==> config.mk <==
export PLATFORM = sky130hd
export DESIGN_NAME = tlv_stream_parser
export DESIGN_NICKNAME = d
export VERILOG_FILES = /design/src/hdl/tlvsp_pkg.sv /design/src/hdl/tlv_stream_parser.sv
export SDC_FILE = /design/constraint.sdc
export NUM_CORES = 1
export LEC_CHECK = 0
export BUFFER_PORTS_ARGS = -buffer_cell sky130_fd_sc_hd__buf_2
export CELL_PAD_IN_SITES_DETAIL_PLACEMENT = 0
export CELL_PAD_IN_SITES_GLOBAL_PLACEMENT = 1
export CORE_MARGIN = 2
export CORE_UTILIZATION = 41
export DETAILED_ROUTE_END_ITERATION = 10
export GPL_ROUTABILITY_DRIVEN = 0
export PLACE_DENSITY = 0.8
export SKIP_LAST_GASP = 1
export SYNTH_ARGS = -nofsm -noshare
export SYNTH_HDL_FRONTEND = slang
export SYNTH_SLANG_ARGS = --single-unit
export TNS_END_PERCENT = 100
==> constraint.sdc <==
create_clock -name clock -period 4.9 [get_ports clock]
set_input_delay 0.49 -clock clock [delete_from_list [all_inputs] [get_ports clock]]
set_output_delay 0.49 -clock clock [all_outputs]
set_load 0.03 [all_outputs]
==> src/hdl/tlvsp_pkg.sv <==
// Shared constants and types for the TLV stream parser.
package tlvsp_pkg;

   // Default width of the byte position and element counters
   localparam int POSITION_BITS_DEFAULT = 24;

   // Width of the offset, index and count fields on the result word
   localparam int FIELD_W = 24;

   // Tag and length byte codes
   localparam logic [4:0] TAG_MULTI_CODE = 5'h1f;
   localparam logic [7:0] LEN_LONG_FLAG  = 8'h80;
   localparam logic [7:0] LEN_LONG_MIN   = 8'h81;
   localparam logic [7:0] LEN_LONG_MAX   = 8'h83;

   // Buffer status codes
   typedef logic [1:0] status_type;
   localparam status_type STATUS_OK        = 2'd0;
   localparam status_type STATUS_BAD_LEN   = 2'd1;
   localparam status_type STATUS_TRUNCATED = 2'd2;

   // Tag byte count codes
   localparam logic [1:0] TAG_BYTES_NONE = 2'd0;
   localparam logic [1:0] TAG_BYTES_ONE  = 2'd1;
   localparam logic [1:0] TAG_BYTES_TWO  = 2'd2;

endpackage

==> src/hdl/tlv_stream_parser.sv <==
// Byte-serial BER-TLV element parser with a single registered result stage.
//
// The parser takes one buffer byte per cycle and returns exactly one result
// word per byte, in the cycle after the byte is accepted.  All decoding of a
// byte is done between the state registers and the result register, so a
// new byte is taken every cycle as long as the result register is empty or
// being drained in the same cycle; only a stalled, full result register
// holds off the request side (req_stall).  A word reports a finished element
// (tag, length, value offset, index) and, on the buffer's last byte, the
// element count and the parse status.  After a bad length byte the rest of
// the buffer is skipped; all state returns to reset after the last byte.
module tlv_stream_parser
   import tlvsp_pkg::*;
#(
   parameter int POSITION_BITS = POSITION_BITS_DEFAULT
) (
   input  logic                 clock,
   input  logic                 reset,
   // request channel
   input  logic                 req_valid,
   output logic                 req_stall,
   input  logic [7:0]           req_data_byte,
   input  logic                 req_last_byte,
   // result channel
   output logic                 rsp_valid,
   input  logic                 rsp_stall,
   output logic                 rsp_element_done,
   output logic [15:0]          rsp_tag_value,
   output logic [1:0]           rsp_tag_bytes,
   output logic [FIELD_W-1:0]   rsp_value_length,
   output logic [FIELD_W-1:0]   rsp_value_offset,
   output logic [FIELD_W-1:0]   rsp_element_index,
   output logic                 rsp_buffer_done,
   output logic [FIELD_W-1:0]   rsp_element_count,
   output status_type           rsp_parse_status
);

   // Parser phase codes
   localparam logic [2:0] PH_TAG1  = 3'd0;
   localparam logic [2:0] PH_TAG2  = 3'd1;
   localparam logic [2:0] PH_LEN1  = 3'd2;
   localparam logic [2:0] PH_LENX  = 3'd3;
   localparam logic [2:0] PH_VALUE = 3'd4;
   localparam logic [2:0] PH_HALT  = 3'd5;

   localparam logic [POSITION_BITS-1:0] POS_ONE = POSITION_BITS'(1);

   // Parser state
   logic [2:0]               phase_ff, phase_in;
   logic [15:0]              tag_ff, tag_in;
   logic                     two_tag_ff, two_tag_in;
   logic [1:0]               len_left_ff, len_left_in;
   logic [FIELD_W-1:0]       len_accum_ff, len_accum_in;
   logic [FIELD_W-1:0]       val_left_ff, val_left_in;
   logic [POSITION_BITS-1:0] pos_ff, pos_in;
   logic [POSITION_BITS-1:0] vstart_ff, vstart_in;
   logic [POSITION_BITS-1:0] seen_ff, seen_in;
   status_type               err_ff, err_in;

   // Result register
   logic                     rsp_valid_ff, rsp_valid_in;
   logic                     done_ff;
   logic [15:0]              tagv_ff;
   logic [1:0]               tagb_ff;
   logic [FIELD_W-1:0]       vlen_ff;
   logic [FIELD_W-1:0]       voff_ff;
   logic [FIELD_W-1:0]       vidx_ff;
   logic                     bdone_ff;
   logic [FIELD_W-1:0]       count_ff;
   status_type               status_ff;

   // Per-byte decode results
   logic                     req_accept;
   logic                     elem_done;
   logic [POSITION_BITS-1:0] pos_inc;
   logic [POSITION_BITS-1:0] seen_inc;
   logic [2:0]               phase_step;
   status_type               status_now;
   logic [31:0]              vstart_w, seen_w, seen_inc_w;
   logic [FIELD_W-1:0]       voff_now, vidx_now, count_now;

   assign req_stall  = rsp_valid_ff && rsp_stall;
   assign req_accept = req_valid && !req_stall;

   assign pos_inc  = pos_ff + POS_ONE;
   assign seen_inc = seen_ff + POS_ONE;

   // Phase update for one byte
   always_comb begin
      phase_step   = phase_ff;
      tag_in       = tag_ff;
      two_tag_in   = two_tag_ff;
      len_left_in  = len_left_ff;
      len_accum_in = len_accum_ff;
      val_left_in  = val_left_ff;
      vstart_in    = vstart_ff;
      err_in       = err_ff;
      elem_done    = 1'b0;
      unique case (phase_ff)
         PH_TAG1: begin
            tag_in     = {8'd0, req_data_byte};
            two_tag_in = (req_data_byte[4:0] == TAG_MULTI_CODE);
            phase_step = two_tag_in ? PH_TAG2 : PH_LEN1;
         end
         PH_TAG2: begin
            tag_in     = {tag_ff[7:0], req_data_byte};
            phase_step = PH_LEN1;
         end
         PH_LEN1: begin
            if (req_data_byte < LEN_LONG_FLAG) begin
               // short form: value starts after this byte
               len_accum_in = {16'd0, req_data_byte};
               vstart_in    = pos_inc;
               val_left_in  = len_accum_in;
               if (req_data_byte == 8'd0) begin
                  elem_done  = 1'b1;
                  phase_step = PH_TAG1;
               end else begin
                  phase_step = PH_VALUE;
               end
            end else if (req_data_byte >= LEN_LONG_MIN && req_data_byte <= LEN_LONG_MAX) begin
               len_left_in  = req_data_byte[1:0];
               len_accum_in = '0;
               phase_step   = PH_LENX;
            end else begin
               err_in     = STATUS_BAD_LEN;
               phase_step = PH_HALT;
            end
         end
         PH_LENX: begin
            len_accum_in = {len_accum_ff[FIELD_W-9:0], req_data_byte};
            len_left_in  = len_left_ff - 2'd1;
            if (len_left_in == 2'd0) begin
               vstart_in   = pos_inc;
               val_left_in = len_accum_in;
               if (len_accum_in == '0) begin
                  elem_done  = 1'b1;
                  phase_step = PH_TAG1;
               end else begin
                  phase_step = PH_VALUE;
               end
            end
         end
         PH_VALUE: begin
            val_left_in = val_left_ff - FIELD_W'(1);
            if (val_left_in == '0) begin
               elem_done  = 1'b1;
               phase_step = PH_TAG1;
            end
         end
         default: begin
            // halted after an error, or a phase code with no meaning
         end
      endcase
   end

   // Buffer status on the last byte: a length error, earlier or on this byte, wins over truncation
   always_comb begin
      priority if (err_in != STATUS_OK) begin
         status_now = err_in;
      end else if (phase_step != PH_TAG1) begin
         status_now = STATUS_TRUNCATED;
      end else begin
         status_now = STATUS_OK;
      end
   end

   assign seen_in = elem_done ? seen_inc : seen_ff;
   assign pos_in  = pos_inc;
   assign phase_in = phase_step;

   // Fit position counters to the result field width
   assign vstart_w   = 32'(vstart_in);
   assign seen_w     = 32'(seen_ff);
   assign seen_inc_w = 32'(seen_in);
   assign voff_now   = vstart_w[FIELD_W-1:0];
   assign vidx_now   = seen_w[FIELD_W-1:0];
   assign count_now  = seen_inc_w[FIELD_W-1:0];

   // State registers; the last byte returns everything to reset
   always_ff @(posedge clock) begin
      if (reset || (req_accept && req_last_byte)) begin
         phase_ff     <= PH_TAG1;
         tag_ff       <= '0;
         two_tag_ff   <= 1'b0;
         len_left_ff  <= '0;
         len_accum_ff <= '0;
         val_left_ff  <= '0;
         pos_ff       <= '0;
         vstart_ff    <= '0;
         seen_ff      <= '0;
         err_ff       <= STATUS_OK;
      end else if (req_accept) begin
         phase_ff     <= phase_in;
         tag_ff       <= tag_in;
         two_tag_ff   <= two_tag_in;
         len_left_ff  <= len_left_in;
         len_accum_ff <= len_accum_in;
         val_left_ff  <= val_left_in;
         pos_ff       <= pos_in;
         vstart_ff    <= vstart_in;
         seen_ff      <= seen_in;
         err_ff       <= err_in;
      end
   end

   // Result word valid
   always_comb begin
      priority if (req_accept) begin
         rsp_valid_in = 1'b1;
      end else if (!rsp_stall) begin
         rsp_valid_in = 1'b0;
      end else begin
         rsp_valid_in = rsp_valid_ff;
      end
   end

   always_ff @(posedge clock) begin
      if (reset) begin
         rsp_valid_ff <= 1'b0;
      end else begin
         rsp_valid_ff <= rsp_valid_in;
      end
   end

   // Result word payload; fields are zero when not reported
   always_ff @(posedge clock) begin
      if (req_accept) begin
         done_ff   <= elem_done;
         tagv_ff   <= elem_done ? tag_in : 16'd0;
         tagb_ff   <= !elem_done ? TAG_BYTES_NONE
                    : (two_tag_in ? TAG_BYTES_TWO : TAG_BYTES_ONE);
         vlen_ff   <= elem_done ? len_accum_in : '0;
         voff_ff   <= elem_done ? voff_now : '0;
         vidx_ff   <= elem_done ? vidx_now : '0;
         bdone_ff  <= req_last_byte;
         count_ff  <= (req_last_byte && status_now == STATUS_OK) ? count_now : '0;
         status_ff <= req_last_byte ? status_now : STATUS_OK;
      end
   end

   assign rsp_valid         = rsp_valid_ff;
   assign rsp_element_done  = done_ff;
   assign rsp_tag_value     = tagv_ff;
   assign rsp_tag_bytes     = tagb_ff;
   assign rsp_value_length  = vlen_ff;
   assign rsp_value_offset  = voff_ff;
   assign rsp_element_index = vidx_ff;
   assign rsp_buffer_done   = bdone_ff;
   assign rsp_element_count = count_ff;
   assign rsp_parse_status  = status_ff;

endmodule

# Word level (Yosys, flattened, before mapping)
# Index checks and enable logic that the tools add are counted.
# Widths: inputs -> output; s select.
[classes]
n_addsub = 4
magnitude_cmp = 3
eq_ne = 10
mux = 37
reduce_logical = 19
[op_table]
columns = ["operator", "n"]
rows = [
  ["$mux 24", 7],
  ["$pmux 24 s2", 2],
  ["$pmux 24 s3", 1],
  ["$add 24x1->24 const B", 2],
  ["$logic_not 24->1", 2],
  ["$pmux 16 s2", 1],
  ["$sub 24x1->24 const B", 1],
  ["$mux 2", 9],
  ["$mux 3", 6],
  ["$pmux 3 s5", 1],
  ["$ge 8x8->1 const B", 1],
  ["$le 8x8->1 const B", 1],
  ["$logic_not 8->1", 1],
  ["$lt 8x8->1 const B", 1],
  ["$mux 1", 8],
  ["$ne 2x2->1 const B", 4],
  ["$reduce_and 4->1", 2],
  ["$eq 3x2->1 const B", 2],
  ["$reduce_bool 3->1", 2],
  ["$eq 5x5->1 const B", 1],
  ["$logic_and 1x1->1", 5],
  ["$logic_not 2->1", 2],
  ["$pmux 2 s2", 1],
  ["$reduce_bool 2->1", 2],
  ["other kinds (8)", 8],
]
[totals]
ff_bits = 263
inputBits = 13
out_inout_bits = 120

# Logic depth before layout (Yosys ltp)
[depth]
ltp_word = 10
mapped_depth = 16

# Worst setup path after synthesis
# No wires, ideal clock.
[synth_path]
kind = "input -> register"
startpoint = "in rsp_stall"
endpoint = "reg bdone_ff, in the netlist rsp_buffer_done (enable)"
setup_time_ns = 0.528
arrival_time_ns = 4.444
slack_ns = -0.072
stages = 5
path_buffers = 2
cell_sequence = "nand2_1 nand2_1 inv_1 clkbuf_1 clkbuf_1"
[synth_between]
elab_chain_len = 3
[synth_lines]
columns = ["item", "line_no", "text"]
rows = [
  ["start, declared", "tlv_stream_parser.sv:26", "input logic rsp_stall,"],
  ["$logic_and 1x1->1", "tlv_stream_parser.sv:82", "assign req_stall = rsp_valid_ff && rsp_stall;"],
  ["$logic_not 1->1", "tlv_stream_parser.sv:83", "assign req_accept = req_valid && !req_stall;"],
  ["$logic_and 1x1->1", "tlv_stream_parser.sv:83", ""],
  ["via req_accept", "tlv_stream_parser.sv:73", "logic req_accept;"],
  ["end signal, assigned", "tlv_stream_parser.sv:236", "bdone_ff <= req_last_byte;"],
  ["end, declared", "tlv_stream_parser.sv:68", "logic bdone_ff;"],
]
# The timed path passes the listed nets, and every way through them passes these cells.
# A chain may end at the register's enable or synchronous reset.

# Worst setup path after layout
[layout_path]
startpoint = "reg val_left_ff[0]"
endpoint = "reg count_ff[23], in the netlist rsp_element_count[23], data pin"
[layout_between]
elab_chain_len = 9
word_cells_on_any_way = 12
[layout_lines]
columns = ["item", "line_no", "text"]
rows = [
  ["start, declared", "tlv_stream_parser.sv:54", "logic [FIELD_W-1:0] val_left_ff, val_left_in;"],
  ["start signal, assigned", "tlv_stream_parser.sv:199", "val_left_ff <= val_left_in;"],
  ["$sub 24x1->24 *", "tlv_stream_parser.sv:145", "val_left_in = val_left_ff - FIELD_W'(1);"],
  ["$logic_not 24->1 *", "tlv_stream_parser.sv:146", "if (val_left_in == '0) begin"],
  ["$mux 3", "tlv_stream_parser.sv:146", ""],
  ["$pmux 3 s5", "tlv_stream_parser.sv:99", "unique case (phase_ff)"],
  ["$reduce_bool 3->1", "tlv_stream_parser.sv:161", "end else if (phase_step != PH_TAG1) begin"],
  ["$mux 2", "tlv_stream_parser.sv:161", ""],
  ["$mux 2", "tlv_stream_parser.sv:159", "priority if (err_in != STATUS_OK) begin"],
  ["$logic_not 2->1", "tlv_stream_parser.sv:237", "count_ff <= (req_last_byte && status_now == STATUS_OK) ? count_now : '0;"],
  ["$logic_and 1x1->1", "tlv_stream_parser.sv:237", ""],
  ["end signal, assigned", "tlv_stream_parser.sv:237", ""],
  ["end, declared", "tlv_stream_parser.sv:69", "logic [FIELD_W-1:0] count_ff;"],
]
# Every way passes the cells marked *; elsewhere a longest branch is shown, timed or not.

==> impl_metrics.tcl <==
set metrics [dict create \
    outcome "complete, no violations" \
    cts_max_level 1 \
    ioPinCount 133 \
    port_buffers 132 \
    synth_nets 1340 \
    p_leak_nw 4.74 \
    synthAdderAreaFrac_pct 0.515 \
    stdcell_area_mm2 0.0140 \
    max_stage_delay_ps 600 \
    wire_per_inst_um 16.5 \
    ir_worst_vdd_v 0.000251 \
    hp-class "primary input to register" \
    cts_made_buffers 29 \
    diodes 0 \
    cts_num_sinks 263 \
    synth_most_common_cell "nor2_1" \
    total_power_w 0.00499 \
    antenna_found_initial 0 \
    syn_inst 1322 \
    layout-drive-gt1-share_pct 14.6 \
    ys_types 57 \
    dp_hpwl_um 19100 \
    stdcell_count 1812 \
    slew_viol_final 0 \
    min_period_ps 4220 \
    cpMaxStageDelayCell "or4b_1" \
    final_util_pct 47.5 \
    clockBufferDepth 3 \
    hold_violations 0 \
    reg2reg_from "val_left_ff[0]" \
    fmax_mhz 237 \
    grt_max_degree 124 \
    synth_top_family_by_area "simple AND/OR/NAND/NOR gates" \
    final.setup.tns_ps 0 \
    cap_violations 0 \
    worst_pin_slew_ps 1210 \
    critPathLaunch "val_left_ff[0]" \
    synth_flop_cell "dfxtp_1" \
    crit_arrival_ps 4580 \
    p_per_area_mw_per_mm2 358 \
    syn_to_final_growth_pct 14.9 \
    setup_violations 0 \
    yosysSeqAreaShare_pct 53.0 \
    required_ps 5260 \
    finClkSkew_ps 8.29 \
    ant_nets 0 \
    die_area_mm2 0.0310 \
    crit_end "rsp_element_count[23]" \
    ys_top_cells_by_count "nor2_1, nand2_1, dfxtp_1" \
    grt_overflow 0 \
    syn_area_mm2 0.0122 \
    yosys_warnings 0 \
    clk-insertion-delay-late_ps 530 \
    r2r_end "rsp_element_count[23]" \
    placed_cell_area_mm2 0.0130 \
    worstPathCellList "inv_1 > ha_1 > or4b_1 > nor4_1 > buf_4 > nand2_1 > xor2_1 > nand4_1 > o41a_2 > buf_12 > or4_1 > a21oi_1" \
    drt_first_iter_violations 835 \
    clk_pin_slew_worst_paths_ps 60 \
    rsz0062_at_grt "no" \
    worst-r2r-cell-count 12 \
    cts_resized 0 \
    synth_edf_count 118 \
    synth_top_area_share_pct 29.2 \
    synth.avg_cell_area_um2 9.19 \
    synthSimpleGateAreaFrac_pct 21.8 \
    synth_top_cell_by_area "edfxtp_1" \
    endpoint_kind "register" \
    relSlewSlack_pct 18.8 \
    grt_pass1_wl_um 48500 \
    yosys_register_bits 263 \
    cts_hold_repair.buffers 0 \
    fin_crit_sh_pct 86.1 \
    wl_um 30000 \
    post_synth_xor_area_fraction_pct 3.89 \
    synth.area.top_cells "edfxtp_1, dfxtp_1, a21oi_1" \
    dieWidth_um 176 \
    vias 9939 \
    r2r_slack_ps 680 \
    cts_tree "yes" \
    core_area_mm2 0.0294 \
    post_cts_buffers 0 \
    root_buffer "clkbuf_16" \
    vias_per_cell 5.49 \
    critical_path_class "register to register" \
    firstDrtPassIters 5 \
    die_h_um 176 \
    path_max_fanout 123 \
    ys_async_sr_fraction_pct 0 \
    grt_pass1_vias 9032 \
    layout.nets 1418 \
    drc_errors 0 \
    synth_compound_gate_area_share_pct 16.3 \
    muxShareOfSynthArea_pct 0.165 \
    start_util_pct 41.3 \
    post-place-cells 1759 \
    fp-row-count 63 \
    grt.total_usage_pct 18.9 \
    crit_path_start_kind "register" \
]
worst max-delay path, delay by kind of cell (launching register included):
kind	cells	cell delay, ps
AND/OR/NAND/NOR	5	1790
AO/OA/AOI/OAI	2	730
buffers and inverters	3	540
flip-flops	1	410
adder cells (fa/ha/maj)	1	310
XOR/XNOR	1	210
sequential cells by signal (all words and copies together), names as in the netlist:
register,count
len_accum_ff,24
tag_ff,16
phase_ff,3
val_left_ff,24
rsp_element_done,1
rsp_value_length,24
rsp_tag_bytes,2
err_ff,2
rsp_valid,1
rsp_buffer_done,1
rsp_tag_value,16
rsp_element_count,24
rsp_value_offset,24
rsp_parse_status,2
seen_ff,24
rsp_element_index,24
pos_ff,24
vstart_ff,24
len_left_ff,2
two_tag_ff,1
worst min path at each step:
stage                        startpoint            end  slack, ps  depth (start not counted)
final                             reset      rsp_valid        150                          2
after global routing              reset      rsp_valid        130                          2
after CTS                         reset      rsp_valid        130                          2
after detailed placement  vstart_ff[11]  vstart_ff[11]        450                          2
after global placement    vstart_ff[11]  vstart_ff[11]        440                          2
after floorplan               err_ff[1]      err_ff[1]        420                          2
kinds of logic (layout without fill, tap and decap cells):
kind of cell | count (synthesis) | count (layout)
fa+ha+maj | 5 | 5
buf+inv | 119 | 219
mux | 2 | 2
xor+xnor | 54 | 54
compound gates | 323 | 323
flops | 263 | 263
simple gates | 556 | 556
report_power, final:
group	leakage (nW)	internal (W)	switching [W]
Clock	0.456	0.00129	0.000851
Sequential	2.36	0.00235	0.0000342
Combinational	1.92	0.000119	0.000345
Total	4.74	0.00376	0.00123
metal layers:
layer / part of all wire, % / up-vias / track usage, %
met4: 1.7 / 0 / 4.68
li1: - / 4914 / -
met1: 48 / 4726 / 27.9
met3: 5.6 / 33 / 2.84
met2: 44 / 266 / 29.2
met5: 0 / - / 0
through the flow:
| stage | worst slack [ps] | hold slack, ps |
|---|---|---|
| 6_report | 680 | 151 |
| 5_1_grt | 446 | 132 |
| 4_1_cts | 760 | 127 |
| 3_5_place_dp | 787 | 449 |
| 3_3_place_gp | 871 | 442 |
| 2_1_floorplan | 1030 | 422 |
placed cells by master (no fill, tap or decap), types with 34 or more instances in the layout:
cell type  count
a211oi_1      47
a21oi_1      138
buf_2        132
dfxtp_1      145
edfxtp_1     118
nand2_1      153
nand3_1       48
nor2_1       180
o21ai_0       44
o31ai_1       34
area by class of cell:
class                           instances  area (um2)
Clock buffer                           36         752
Fill cell                            2789       15400
Sequential cell                       263        6450
Tap cell                              390         488
Inverter                               17        68.8
Timing Repair Buffer                  149         813
Clock inverter                         17         184
Multi-Input combinational cell        940        5210
No activity file was read; power rests on OpenSTA's default activity.
